===== src/hdl/gsps_pkg.sv =====
// Shared constants, codes and types of the good-suffix pattern search block.
`default_nettype none
package gsps_pkg;

    localparam int PAT_MAX     = 64;
    localparam int PAT_AW      = $clog2(PAT_MAX);
    localparam int TBL_DEPTH   = PAT_MAX + 1;
    localparam int TBL_AW      = $clog2(TBL_DEPTH);
    localparam int POS_W       = 32;

    // Input command codes
    localparam logic [1:0] CMD_PATTERN = 2'd0;
    localparam logic [1:0] CMD_TEXT    = 2'd1;
    localparam logic [1:0] CMD_RESTART = 2'd2;
    localparam logic [1:0] CMD_NONE    = 2'd3;

    // Classified operation kinds handed from front to back
    localparam logic [1:0] OP_PATTERN = 2'd0;
    localparam logic [1:0] OP_TEXT    = 2'd1;
    localparam logic [1:0] OP_RESTART = 2'd2;

    typedef struct packed {
        logic [1:0] kind;
        logic [7:0] symbol;
        logic       last;
    } op_t;

endpackage
`default_nettype wire


===== src/hdl/gsps_front.sv =====
// Front end: accept requests, classify commands and drop unused ones.
`default_nettype none
module gsps_front (
    input  wire logic            s_axis_tvalid,
    output logic                 s_axis_tready,
    input  wire logic [15:0]     s_axis_tdata,   // [1:0] cmd, [9:2] symbol, [15:10] zero
    input  wire logic            s_axis_tlast,   // pattern_last
    output logic                 push,
    output gsps_pkg::op_t        op,
    input  wire logic            q_ready
);

    logic [1:0] cmd;

    assign cmd           = s_axis_tdata[1:0];
    assign s_axis_tready = q_ready;

    // Drop the unused command at the door; everything else goes to the queue.
    assign push = s_axis_tvalid && q_ready && (cmd != gsps_pkg::CMD_NONE);

    always_comb
    begin
        op.symbol = s_axis_tdata[9:2];
        op.last   = s_axis_tlast;
        unique case (cmd)
            gsps_pkg::CMD_PATTERN: op.kind = gsps_pkg::OP_PATTERN;
            gsps_pkg::CMD_TEXT:    op.kind = gsps_pkg::OP_TEXT;
            default:               op.kind = gsps_pkg::OP_RESTART;
        endcase
    end

endmodule
`default_nettype wire


===== src/hdl/gsps_queue.sv =====
// Two-entry queue between the front end and the execution back end.
`default_nettype none
module gsps_queue (
    input  wire logic          clk,
    input  wire logic          rst_n,
    input  wire logic          push,
    input  wire gsps_pkg::op_t push_op,
    output logic               ready,
    input  wire logic          pop,
    output logic               valid,
    output gsps_pkg::op_t      pop_op
);

    gsps_pkg::op_t slot_reg [2];
    logic          wr_reg;
    logic          wr_next;
    logic          rd_reg;
    logic          rd_next;
    logic [1:0]    cnt_reg;
    logic [1:0]    cnt_next;

    assign ready  = (cnt_reg != 2'd2);
    assign valid  = (cnt_reg != 2'd0);
    assign pop_op = slot_reg[rd_reg];

    always_comb
    begin
        wr_next  = push ? ~wr_reg : wr_reg;
        rd_next  = pop  ? ~rd_reg : rd_reg;
        cnt_next = cnt_reg + {1'b0, push} - {1'b0, pop};
    end

    always_ff @(posedge clk)
    begin
        if (push)
        begin
            slot_reg[wr_reg] <= push_op;
        end
    end

    always_ff @(posedge clk or negedge rst_n)
    begin
        if (!rst_n)
        begin
            wr_reg  <= 1'b0;
            rd_reg  <= 1'b0;
            cnt_reg <= 2'd0;
        end
        else
        begin
            wr_reg  <= wr_next;
            rd_reg  <= rd_next;
            cnt_reg <= cnt_next;
        end
    end

endmodule
`default_nettype wire


===== src/hdl/gsps_back.sv =====
// Back end: pattern load, good-suffix table build, text window compare, result register.
`default_nettype none
module gsps_back (
    input  wire logic                         clk,
    input  wire logic                         rst_n,
    input  wire logic                         q_valid,
    input  wire gsps_pkg::op_t                q_op,
    output logic                              pop,
    output logic                              m_valid,
    input  wire logic                         m_ready,
    output logic [gsps_pkg::POS_W-1:0]        m_data
);

    localparam logic [3:0] S_IDLE = 4'd0;
    localparam logic [3:0] S_CLR  = 4'd1;
    localparam logic [3:0] S_OUT  = 4'd2;
    localparam logic [3:0] S_PCMP = 4'd3;
    localparam logic [3:0] S_SJ   = 4'd4;
    localparam logic [3:0] S_P2L  = 4'd5;
    localparam logic [3:0] S_P2R  = 4'd6;
    localparam logic [3:0] S_P2W  = 4'd7;
    localparam logic [3:0] S_P2B  = 4'd8;
    localparam logic [3:0] S_CMP  = 4'd9;
    localparam logic [3:0] S_STEP = 4'd10;

    localparam int AW = gsps_pkg::PAT_AW;
    localparam int TW = gsps_pkg::TBL_AW;
    localparam int PW = gsps_pkg::POS_W;
    localparam logic [TW-1:0] LAST_IDX = TW'(gsps_pkg::TBL_DEPTH - 1);
    localparam logic [TW-1:0] ONE      = TW'(1);

    // Storage
    logic [7:0]    pat_mem [gsps_pkg::PAT_MAX];
    logic [7:0]    win_mem [gsps_pkg::PAT_MAX];
    logic [TW-1:0] brd_mem [gsps_pkg::TBL_DEPTH];
    logic [TW-1:0] sft_mem [gsps_pkg::TBL_DEPTH];

    logic [AW-1:0] pa_addr;
    logic [AW-1:0] pb_addr;
    logic [AW-1:0] w_raddr;
    logic [TW-1:0] b_raddr;
    logic [TW-1:0] s_raddr;
    logic [7:0]    pa_q;
    logic [7:0]    pb_q;
    logic [7:0]    w_q;
    logic [TW-1:0] b_q;
    logic [TW-1:0] s_q;

    logic          p_we;
    logic [AW-1:0] p_waddr;
    logic          w_we;
    logic          b_we;
    logic [TW-1:0] b_waddr;
    logic [TW-1:0] b_wdata;
    logic          s_we;
    logic [TW-1:0] s_waddr;
    logic [TW-1:0] s_wdata;

    // Control state
    logic [3:0]    state_reg,   state_next;
    logic [TW-1:0] len_reg,     len_next;
    logic          rdy_reg,     rdy_next;
    logic [PW-1:0] cnt_reg,     cnt_next;
    logic [PW-1:0] aln_reg,     aln_next;
    logic [AW-1:0] head_reg,    head_next;
    logic [TW-1:0] i_reg,       i_next;
    logic [TW-1:0] j_reg,       j_next;
    logic [TW-1:0] k_reg,       k_next;
    logic [TW-1:0] l_reg,       l_next;
    logic [TW-1:0] cj_reg,      cj_next;
    logic          iss_reg,     iss_next;
    logic          pv_reg,      pv_next;
    logic [TW-1:0] dj_reg,      dj_next;
    logic          hit_reg,     hit_next;
    logic [TW-1:0] saddr_reg,   saddr_next;
    logic          ovalid_reg,  ovalid_next;
    logic [PW-1:0] odata_reg,   odata_next;

    logic [TW-1:0] len_eff;
    logic [PW-1:0] cnt_inc;
    logic [TW-1:0] step;
    logic          can_emit;

    assign m_valid = ovalid_reg;
    assign m_data  = odata_reg;
    assign pop     = (state_reg == S_IDLE) && q_valid;

    always_comb
    begin
        len_eff  = rdy_reg ? '0 : len_reg;
        cnt_inc  = cnt_reg + PW'(1);
        step     = (s_q == '0) ? ONE : s_q;
        can_emit = !ovalid_reg || m_ready;

        state_next  = state_reg;
        len_next    = len_reg;
        rdy_next    = rdy_reg;
        cnt_next    = cnt_reg;
        aln_next    = aln_reg;
        head_next   = head_reg;
        i_next      = i_reg;
        j_next      = j_reg;
        k_next      = k_reg;
        l_next      = l_reg;
        cj_next     = cj_reg;
        iss_next    = iss_reg;
        pv_next     = 1'b0;
        dj_next     = dj_reg;
        hit_next    = hit_reg;
        saddr_next  = saddr_reg;
        ovalid_next = ovalid_reg && !m_ready;
        odata_next  = odata_reg;

        pa_addr = '0;
        pb_addr = '0;
        w_raddr = '0;
        b_raddr = '0;
        s_raddr = saddr_reg;
        p_we    = 1'b0;
        p_waddr = len_eff[AW-1:0];
        w_we    = 1'b0;
        b_we    = 1'b0;
        b_waddr = i_reg - ONE;
        b_wdata = j_reg - ONE;
        s_we    = 1'b0;
        s_waddr = k_reg;
        s_wdata = '0;

        unique case (state_reg)
            S_IDLE:
            begin
                if (q_valid)
                begin
                    unique case (q_op.kind)
                        gsps_pkg::OP_PATTERN:
                        begin
                            rdy_next = 1'b0;
                            len_next = len_eff;
                            if (len_eff < LAST_IDX)
                            begin
                                p_we     = 1'b1;
                                len_next = len_eff + ONE;
                            end
                            if (q_op.last)
                            begin
                                cnt_next   = '0;
                                aln_next   = '0;
                                head_next  = '0;
                                k_next     = '0;
                                state_next = S_CLR;
                            end
                        end
                        gsps_pkg::OP_TEXT:
                        begin
                            if (rdy_reg)
                            begin
                                w_we      = 1'b1;
                                head_next = head_reg + AW'(1);
                                cnt_next  = cnt_inc;
                                if ((cnt_inc - aln_reg) == PW'(len_reg))
                                begin
                                    cj_next    = len_reg - ONE;
                                    iss_next   = 1'b1;
                                    state_next = S_CMP;
                                end
                            end
                        end
                        default:
                        begin
                            cnt_next  = '0;
                            aln_next  = '0;
                            head_next = '0;
                        end
                    endcase
                end
            end
            S_CLR:
            begin
                s_we = 1'b1;
                if (k_reg == LAST_IDX)
                begin
                    b_we       = 1'b1;
                    b_waddr    = len_reg;
                    b_wdata    = len_reg + ONE;
                    i_next     = len_reg;
                    j_next     = len_reg + ONE;
                    state_next = S_OUT;
                end
                else
                begin
                    k_next = k_reg + ONE;
                end
            end
            S_OUT:
            begin
                if (i_reg == '0)
                begin
                    b_raddr    = '0;
                    state_next = S_P2L;
                end
                else if ((j_reg != '0) && (j_reg <= len_reg))
                begin
                    pa_addr    = AW'(i_reg - ONE);
                    pb_addr    = AW'(j_reg - ONE);
                    state_next = S_PCMP;
                end
                else
                begin
                    b_we   = 1'b1;
                    i_next = i_reg - ONE;
                    j_next = j_reg - ONE;
                end
            end
            S_PCMP:
            begin
                if (pa_q != pb_q)
                begin
                    b_raddr    = j_reg;
                    s_raddr    = j_reg;
                    state_next = S_SJ;
                end
                else
                begin
                    b_we       = 1'b1;
                    i_next     = i_reg - ONE;
                    j_next     = j_reg - ONE;
                    state_next = S_OUT;
                end
            end
            S_SJ:
            begin
                if (s_q == '0)
                begin
                    s_we    = 1'b1;
                    s_waddr = j_reg;
                    s_wdata = j_reg - i_reg;
                end
                j_next     = b_q;
                state_next = S_OUT;
            end
            S_P2L:
            begin
                l_next     = b_q;
                k_next     = '0;
                state_next = S_P2R;
            end
            S_P2R:
            begin
                s_raddr    = k_reg;
                state_next = S_P2W;
            end
            S_P2W, S_P2B:
            begin
                if ((state_reg == S_P2W) && (s_q == '0))
                begin
                    s_we    = 1'b1;
                    s_wdata = l_reg;
                end
                if ((state_reg == S_P2W) && (k_reg == l_reg))
                begin
                    // Follow the border chain; an index past the table folds to zero.
                    b_raddr    = (l_reg > LAST_IDX) ? '0 : l_reg;
                    state_next = S_P2B;
                end
                else
                begin
                    if (state_reg == S_P2B)
                    begin
                        l_next = b_q;
                    end
                    if (k_reg == len_reg)
                    begin
                        rdy_next   = 1'b1;
                        state_next = S_IDLE;
                    end
                    else
                    begin
                        k_next     = k_reg + ONE;
                        state_next = S_P2R;
                    end
                end
            end
            S_CMP:
            begin
                // Issue one pattern/window pair per cycle, compare it the cycle after.
                pa_addr = AW'(cj_reg);
                w_raddr = AW'(TW'(head_reg) + cj_reg - len_reg);
                if (iss_reg)
                begin
                    pv_next = 1'b1;
                    dj_next = cj_reg;
                    if (cj_reg == '0)
                    begin
                        iss_next = 1'b0;
                    end
                    else
                    begin
                        cj_next = cj_reg - ONE;
                    end
                end
                if (pv_reg)
                begin
                    if (pa_q != w_q)
                    begin
                        hit_next   = 1'b0;
                        saddr_next = dj_reg + ONE;
                        s_raddr    = dj_reg + ONE;
                        iss_next   = 1'b0;
                        pv_next    = 1'b0;
                        state_next = S_STEP;
                    end
                    else if (dj_reg == '0)
                    begin
                        hit_next   = 1'b1;
                        saddr_next = '0;
                        s_raddr    = '0;
                        pv_next    = 1'b0;
                        state_next = S_STEP;
                    end
                end
            end
            S_STEP:
            begin
                if (!hit_reg || can_emit)
                begin
                    if (hit_reg)
                    begin
                        ovalid_next = 1'b1;
                        odata_next  = aln_reg;
                    end
                    aln_next   = aln_reg + PW'(step);
                    state_next = S_IDLE;
                end
            end
            default:
            begin
                state_next = S_IDLE;
            end
        endcase
    end

    always_ff @(posedge clk)
    begin
        if (p_we)
        begin
            pat_mem[p_waddr] <= q_op.symbol;
        end
        if (w_we)
        begin
            win_mem[head_reg] <= q_op.symbol;
        end
        if (b_we)
        begin
            brd_mem[b_waddr] <= b_wdata;
        end
        if (s_we)
        begin
            sft_mem[s_waddr] <= s_wdata;
        end
        pa_q <= pat_mem[pa_addr];
        pb_q <= pat_mem[pb_addr];
        w_q  <= win_mem[w_raddr];
        b_q  <= brd_mem[b_raddr];
        s_q  <= sft_mem[s_raddr];
    end

    always_ff @(posedge clk)
    begin
        i_reg     <= i_next;
        j_reg     <= j_next;
        k_reg     <= k_next;
        l_reg     <= l_next;
        cj_reg    <= cj_next;
        dj_reg    <= dj_next;
        hit_reg   <= hit_next;
        saddr_reg <= saddr_next;
        odata_reg <= odata_next;
    end

    always_ff @(posedge clk or negedge rst_n)
    begin
        if (!rst_n)
        begin
            state_reg  <= S_IDLE;
            len_reg    <= '0;
            rdy_reg    <= 1'b0;
            cnt_reg    <= '0;
            aln_reg    <= '0;
            head_reg   <= '0;
            iss_reg    <= 1'b0;
            pv_reg     <= 1'b0;
            ovalid_reg <= 1'b0;
        end
        else
        begin
            state_reg  <= state_next;
            len_reg    <= len_next;
            rdy_reg    <= rdy_next;
            cnt_reg    <= cnt_next;
            aln_reg    <= aln_next;
            head_reg   <= head_next;
            iss_reg    <= iss_next;
            pv_reg     <= pv_next;
            ovalid_reg <= ovalid_next;
        end
    end

endmodule
`default_nettype wire


===== src/hdl/good_suffix_pattern_search.sv =====
// Top level of the streaming good-suffix pattern search.
//
//  Channel   Direction  Handshake                  Carries
//  s_axis    in         s_axis_tvalid/tready       cmd, symbol (tdata), pattern_last (tlast)
//  m_axis    out        m_axis_tvalid/tready       match_position (tdata)
//
// Restart, non-completing text and non-final pattern requests are handled in the idle state.
// A final pattern byte builds the tables: it clears all 65 shift-table entries, then runs
// the border pass and then the shift pass (one read port per table).
// A completing text byte compares one byte per cycle, right to left, then steps the alignment.
// Reset clears state, length, counters, issue flags and output valid; the other registers and
// the memories hold garbage until written. A two-entry queue keeps accepting while the back end
// works, until it is full; a match stalls only on a previous result still waiting on m_axis_tready.
`default_nettype none
module good_suffix_pattern_search (
    input  wire logic        clk,
    input  wire logic        rst_n,
    input  wire logic        s_axis_tvalid,
    output logic             s_axis_tready,
    input  wire logic [15:0] s_axis_tdata,   // [1:0] cmd, [9:2] symbol, [15:10] zero
    input  wire logic        s_axis_tlast,   // pattern_last
    output logic             m_axis_tvalid,
    input  wire logic        m_axis_tready,
    output logic [31:0]      m_axis_tdata    // [31:0] match_position
);

    logic          push;
    logic          q_ready;
    logic          q_valid;
    logic          pop;
    gsps_pkg::op_t front_op;
    gsps_pkg::op_t back_op;

    // Classify incoming requests; drop unused commands.
    gsps_front u_front (
        .s_axis_tvalid (s_axis_tvalid),
        .s_axis_tready (s_axis_tready),
        .s_axis_tdata  (s_axis_tdata),
        .s_axis_tlast  (s_axis_tlast),
        .push          (push),
        .op            (front_op),
        .q_ready       (q_ready)
    );

    // Hold up to two classified requests between the two halves.
    gsps_queue u_queue (
        .clk     (clk),
        .rst_n   (rst_n),
        .push    (push),
        .push_op (front_op),
        .ready   (q_ready),
        .pop     (pop),
        .valid   (q_valid),
        .pop_op  (back_op)
    );

    // Execute: load, build tables, scan text, emit matches.
    gsps_back u_back (
        .clk     (clk),
        .rst_n   (rst_n),
        .q_valid (q_valid),
        .q_op    (back_op),
        .pop     (pop),
        .m_valid (m_axis_tvalid),
        .m_ready (m_axis_tready),
        .m_data  (m_axis_tdata)
    );

endmodule
`default_nettype wire


===== config.mk =====
export PLATFORM = sky130hd
export DESIGN_NAME = good_suffix_pattern_search
export DESIGN_NICKNAME = d
export VERILOG_FILES = /design/src/hdl/gsps_pkg.sv /design/src/hdl/gsps_front.sv /design/src/hdl/gsps_queue.sv /design/src/hdl/gsps_back.sv /design/src/hdl/good_suffix_pattern_search.sv
export SDC_FILE = /design/constraint.sdc
export NUM_CORES = 2
export LEC_CHECK = 0
export ABC_AREA = 1
export BUFFER_PORTS_ARGS = -buffer_cell sky130_fd_sc_hd__buf_2
export CORE_MARGIN = 2
export CORE_UTILIZATION = 48
export DETAILED_ROUTE_END_ITERATION = 12
export PLACE_DENSITY = 0.62
export SYNTH_ARGS = -nofsm -noshare
export SYNTH_HDL_FRONTEND = slang
export SYNTH_SLANG_ARGS = --single-unit

===== constraint.sdc =====
create_clock -name clk -period 14.5 [get_ports clk]
set_input_delay 3.625 -clock clk [delete_from_list [all_inputs] [get_ports clk]]
set_output_delay 3.625 -clock clk [all_outputs]
set_load 0.02 [all_outputs]

After elaboration in Yosys (flattened, before gate mapping). Memory sizes are Yosys's and may differ from the RTL's. A register that Yosys moved wholly into a read port is not among the register bits. Cells that the tools add are included.

Word-level logic and storage cells: 271. Output and inout port bits: 34. Memories: 5. Register bits after elaboration: 171. Bits in writable memories: 1956. Input port bits: 21.

Equality and inequality tests: 48. Bitwise operators: 2. Reduce and logical (&&, ||, !) cells: 44. Multiplexer cells: 131. $lt $le $gt $ge: 3. $add $sub $neg: 17.

Memories: u_back.pat_mem (depth 64, bits a word 8, read ports 2, clocked after Yosys merged registers in 2, write ports 1, RTL line gsps_back.sv:33) `logic [7:0] pat_mem [gsps_pkg::PAT_MAX];`; u_back.win_mem (depth 64, bits a word 8, read ports 1, clocked after Yosys merged registers in 1, write ports 1, RTL line gsps_back.sv:34) `logic [7:0] win_mem [gsps_pkg::PAT_MAX];`; u_back.brd_mem (depth 65, bits a word 7, read ports 1, clocked after Yosys merged registers in 1, write ports 1, RTL line gsps_back.sv:35) `logic [TW-1:0] brd_mem [gsps_pkg::TBL_DEPTH];`; u_back.sft_mem (depth 65, bits a word 7, read ports 1, clocked after Yosys merged registers in 1, write ports 1, RTL line gsps_back.sv:36) `logic [TW-1:0] sft_mem [gsps_pkg::TBL_DEPTH];`; u_queue.slot_reg (depth 2, bits a word 11, read ports 1, clocked after Yosys merged registers in 0, write ports 1, RTL line gsps_queue.sv:14) `gsps_pkg::op_t slot_reg [2];`.

Operators with widths (count): $mux W7 (40); $pmux W32 S2 (3); $mux W32 (4); $pmux W7 S2 (4); $pmux W7 S4 (2); $mux W4 (12); $mux W6 (8); $mux W1 (45); $pmux W7 S3 (2); $pmux W4 S10 (1); $add A32 B1 Y32 const B (1); $add A32 B7 Y32 (1); $eq A32 B7 Y1 (1); $sub A32 B32 Y32 (1); $ne A2 B2 Y1 const B (15); $add A7 B1 Y7 const B (4); $logic_not A7 Y1 (4); $sub A7 B1 Y7 const B (4); $reduce_and A5 Y1 (5); $pmux W6 S2 (2); $ne A2 B1 Y1 const B (9); $eq A4 B3 Y1 const B (4); $ne A8 B8 Y1 (2); $eq A7 B7 Y1 (2); other kinds (38) (69).

Depth between registers and ports, before layout.
Depth in word-level cells: 8. Mapped depth: 35. Mapped depth without buffers: 35.

Cells and area by module. From an unflattened synthesis, not the netlist that was laid out.

Cell total of the unflattened synthesis: 9791. Area, all modules: 101404.8 µm².

By module, submodules not included: gsps_back (seq. area each 63425.8 µm², times used 1, area each 100257.4 µm², cells an instance 9692); gsps_queue (seq. area each 760.7 µm², times used 1, area each 1043.5 µm², cells an instance 82); gsps_front (seq. area each 0.0 µm², times used 1, area each 103.8 µm², cells an instance 17).

Worst setup path after synthesis. Ideal clock, no wire load.

Kind: input-to-reg. From: input port m_axis_tready. To: register u_back.odata_reg[0], in the netlist u_back.m_data[0] (enable). Path buffers: 0. Data arrival time: 5.032 ns. Setup time: 0.421 ns. Required time: 14.079 ns. Stages on the path: 2. Slack: 9.047 ns. Path through: nor2_1 > nor2_1.

Longest elaborated chain between the ends: 3.

Ends and longest elaborated chain: start, declared (RTL line good_suffix_pattern_search.sv:23) `input wire logic m_axis_tready,`; $logic_or A1 B1 Y1 (RTL line gsps_back.sv:93) `can_emit = !ovalid_reg || m_ready;`; $logic_or A1 B1 Y1 (RTL line gsps_back.sv:324) `if (!hit_reg || can_emit)`; $reduce_and A3 Y1 (no line); end signal, assigned (RTL line gsps_back.sv:377) `odata_reg <= odata_next;`; end, declared (RTL line gsps_back.sv:77) `logic [PW-1:0] odata_reg, odata_next;`.

Every way passes these cells. A chain may end at the register's enable or synchronous reset.

Final worst setup path.
From: register u_back.pa_q[1] (read register of u_back.pat_mem). To: register u_back.s_q[2] (read register of u_back.sft_mem).

Longest elaborated chain between the ends: 4. Elaborated cells on any way between the ends: 6. Those cells by class: 2 x eq/ne; 4 x mux.

Ends and longest elaborated chain: start, declared (RTL line gsps_back.sv:43) `logic [7:0] pa_q;`; $ne A8 B8 Y1 (RTL line gsps_back.sv:303) `if (pa_q != w_q)`; $mux W7 (2 in a row); $pmux W7 S3 * (RTL line gsps_back.sv:129) `unique case (state_reg)`; end, declared (RTL line gsps_back.sv:47) `logic [TW-1:0] s_q;`.

Mark *: on every way between the ends. The rest lies on a longest branch, timed or not.

==> qor.csv <==
metric;value;unit
DR WL/cell;23.0;µm
Final Max Tran Viols;0;
startpoint types;flop;
Rows;168;
mux contribution to synthesized area;0.417;%
leak pwr;0.0410;µW
Syn Nets;9583;
hpwl dp;166000;µm
number of global-route vias before repair;68600;
max_slew headroom;12.5;%
die height;462;µm
grt ovf;0;
syn avg cell area;10.6;µm²
CTS H-Tree Depth;4;
maximum VDD drop;0.156;mV
Boundary Pins;55;
fin nets;9384;
crit path kind;flop to flop;
largest net degree at the start of global routing;229;
Worst Hold Class;flop to flop;
Worst EP required;15.31;ns
drt first pass iters;9;
Initial Util;48.2;%
ys async rst share;4.11;%
core area;209000;µm²
die area;213000;µm²
Post-synth EDFFs;2038;
clk slew on worst S/H paths;0.06;ns
biggest regs;u_back.pat_mem: 512 flops, u_back.win_mem: 512 flops;
post-synthesis xor/xnor area fraction;0.887;%
Die Width;462;µm
initial antenna violation count;9;
crit path capture type;flop;
post-detailed-route via-to-cell ratio;5.84;
Final TNS setup;0;ns
Cells after Synth;9482;
Period minus WS final;6.26;ns
final WL;282000;µm
Final Wtd Congestion;0.943;
CTS Root Cell;clkbuf_16;
flops & latches, synth;2165;
first-pass GRT wire length;422000;µm
FILL cells;17900;
complex-gate fraction of the synthesized area;9.48;%
hold_buf cts;0;
main flop type after synthesis;edfxtp_1;
post-CTS setup buffers;0;
area share of fa/ha/maj cells after synthesis;1.05;%
RSZ-0062 raised after global routing;no;
Setup Viol. Count Final;0;
Synth warnings;0;
Final period util;43.2;%
residual DRC count;0;
share of cells above drive strength 1;8.94;%
post-synthesis to final-layout area growth;9.65;%
Clk Latency, worst-skew pair;0.89;ns
Total GRT Usage;26.1;%
post-synthesis simple-gate area fraction;17.7;%
endpoints failing hold;0;
PortBufs;48;
status;finished, final reports clean;
Max-Cap Viols;0;
Vias;71800;
Resized Gates After CTS;0;
crit-path max FO;99;
Clock Path Buffers;3;
Worst Tran Pin Value;1.30;ns
Num CTS Buffers;225;
Max Fclk;160;MHz
Arr. time, crit path;7.07;ns
post-synth cell types;62;
largest family of logic cells by synthesized area;simple AND/OR/NAND/NOR gates;
fin util;52.8;%
Post-Synthesis Cell Area;101000;µm²
clk sinks;2165;
register area share after synthesis;63.7;%
DR iter-0 viols;8546;
CTS tree;done;
pwr/cell area;172;nW/µm²
Worst Skew;0.0546;ns
ANT nets after route;0;
synthesized netlist by cell type (40+ instances only):
master	count	area (µm²)
a21oi_1	268	1340
buf_1	54	203
buf_2	192	961
clkbuf_1	292	1100
dfrtp_1	89	2230
edfxtp_1	2038	61200
ha_1	72	901
inv_1	1079	4050
nand2_1	1529	5740
nand3_1	1249	6250
nand4_1	245	1530
nor2_1	473	1780
nor3_1	90	450
o211ai_1	666	5000
o21ai_0	416	2080
or2_2	284	1780
xnor2_1	40	350
xor2_1	62	543
power by group:
group	leakage (µW)	switching, µW	internal [µW]	total (µW)
logic	0.0176	3940	1290	5230
clock network	0.00358	2440	3340	5770
registers	0.0198	236	7710	7950
final cells by class:
class                   count  area, µm²  share of cell area, %
diodes                      5       12.5                 0.0113
clock buffers             294       6080                   5.51
clock inverters           127       1260                   1.14
inverters                1106       4180                   3.78
multi-input cells        5636      30200                   27.3
flip-flops and latches   2165      64200                   58.1
well taps                2805       3510                   3.18
repair buffers            149       1030                  0.929
layout by cell type, fill, tap and decap left out, types with 13 or more instances in the layout:
cell and n:
a21oi_1 266, a311oi_1 15, buf_2 47, buf_4 100, bufinv_16 22, clkbuf_1 54, clkbuf_16 229, clkinv_1 63
clkinv_2 36, dfrtp_1 89, dfxtp_1 38, edfxtp_1 2038, ha_1 72, inv_1 1072, inv_2 14, mux2i_1 32
nand2_1 1521, nand3_1 1248, nand4_1 245, nor2_1 467, nor3_1 87, o211ai_1 666, o21ai_0 404, o21ai_1 21
o21ai_4 13, o22ai_1 33, o311ai_0 34, or2_2 284, xnor2_1 40, xor2_1 62
critical path: stages, from the launching register on:
cell     delay [ns]
dfxtp_1        0.58
xnor2_1        0.17
nand2_1        0.07
nor2_1         0.34
nand2_1        0.20
o21ai_2        0.42
nand2_4        0.53
nand3_4        0.87
buf_4          0.93
buf_4          0.74
nand2_1        0.10
o21ai_0        0.12
nand2_1        0.07
nand3_1        0.12
nand3_1        0.12
nand3_1        0.13
nand3_1        0.16
nand2_1        0.25
nand2_1        0.08
nand2_1        0.07
worst paths after layout:
path,start,end,slack [ns],cells after the start
worst max-delay path,u_back.pa_q[1],u_back.s_q[2],8.24,19
worst min-delay path,u_back.sft_mem[64][2],u_back.s_q[2],0.44,2
worst max register to register,u_back.pa_q[1],u_back.s_q[2],8.24,19
worst min register to register,u_back.sft_mem[64][2],u_back.s_q[2],0.44,2
max in group asynchronous,rst_n,u_back.aln_reg[6],10.56,2
min in group asynchronous,rst_n,u_back.aln_reg[16],2.75,1
through the flow:
step                hold slack, ns  std cells  instance area (µm²)  setup slack (ns)  power (µW)
global route                 0.460      12300               110000              7.82       19700
CTS                          0.442      12300               110000              8.15       18900
global placement             0.429      11900               103000              8.23       13100
floorplan                    0.409       9482               101000              9.05       11300
finish                       0.439      12300               110000              8.24       18900
detailed placement           0.428      11900               103000              8.21       13200
layer usage:
| layer | global-route usage, % | routed length [µm] | vias up |
|---|---|---|---|
| li1 | - | - | 33200 |
| met1 | 36.4 | 118000 | 34800 |
| met2 | 41.0 | 130000 | 3198 |
| met3 | 3.96 | 23400 | 581 |
| met4 | 10.5 | 10900 | 0 |
| met5 | 0 | 0 | - |
logic make-up (layout without fill, tap and decap cells):
logic type               count (synthesis)  count (layout)
AND/OR/NAND/NOR                       3914            3914
flip-flops                            2165            2165
buffers and inverters                 1681            1676
AO/OA/AOI/OAI                         1499            1499
XOR/XNOR                               102             102
adder cells (fa/ha/maj)                 80              80
multiplexers                            41              41
other                                    0               5
(Power assumes the default switching activity.)
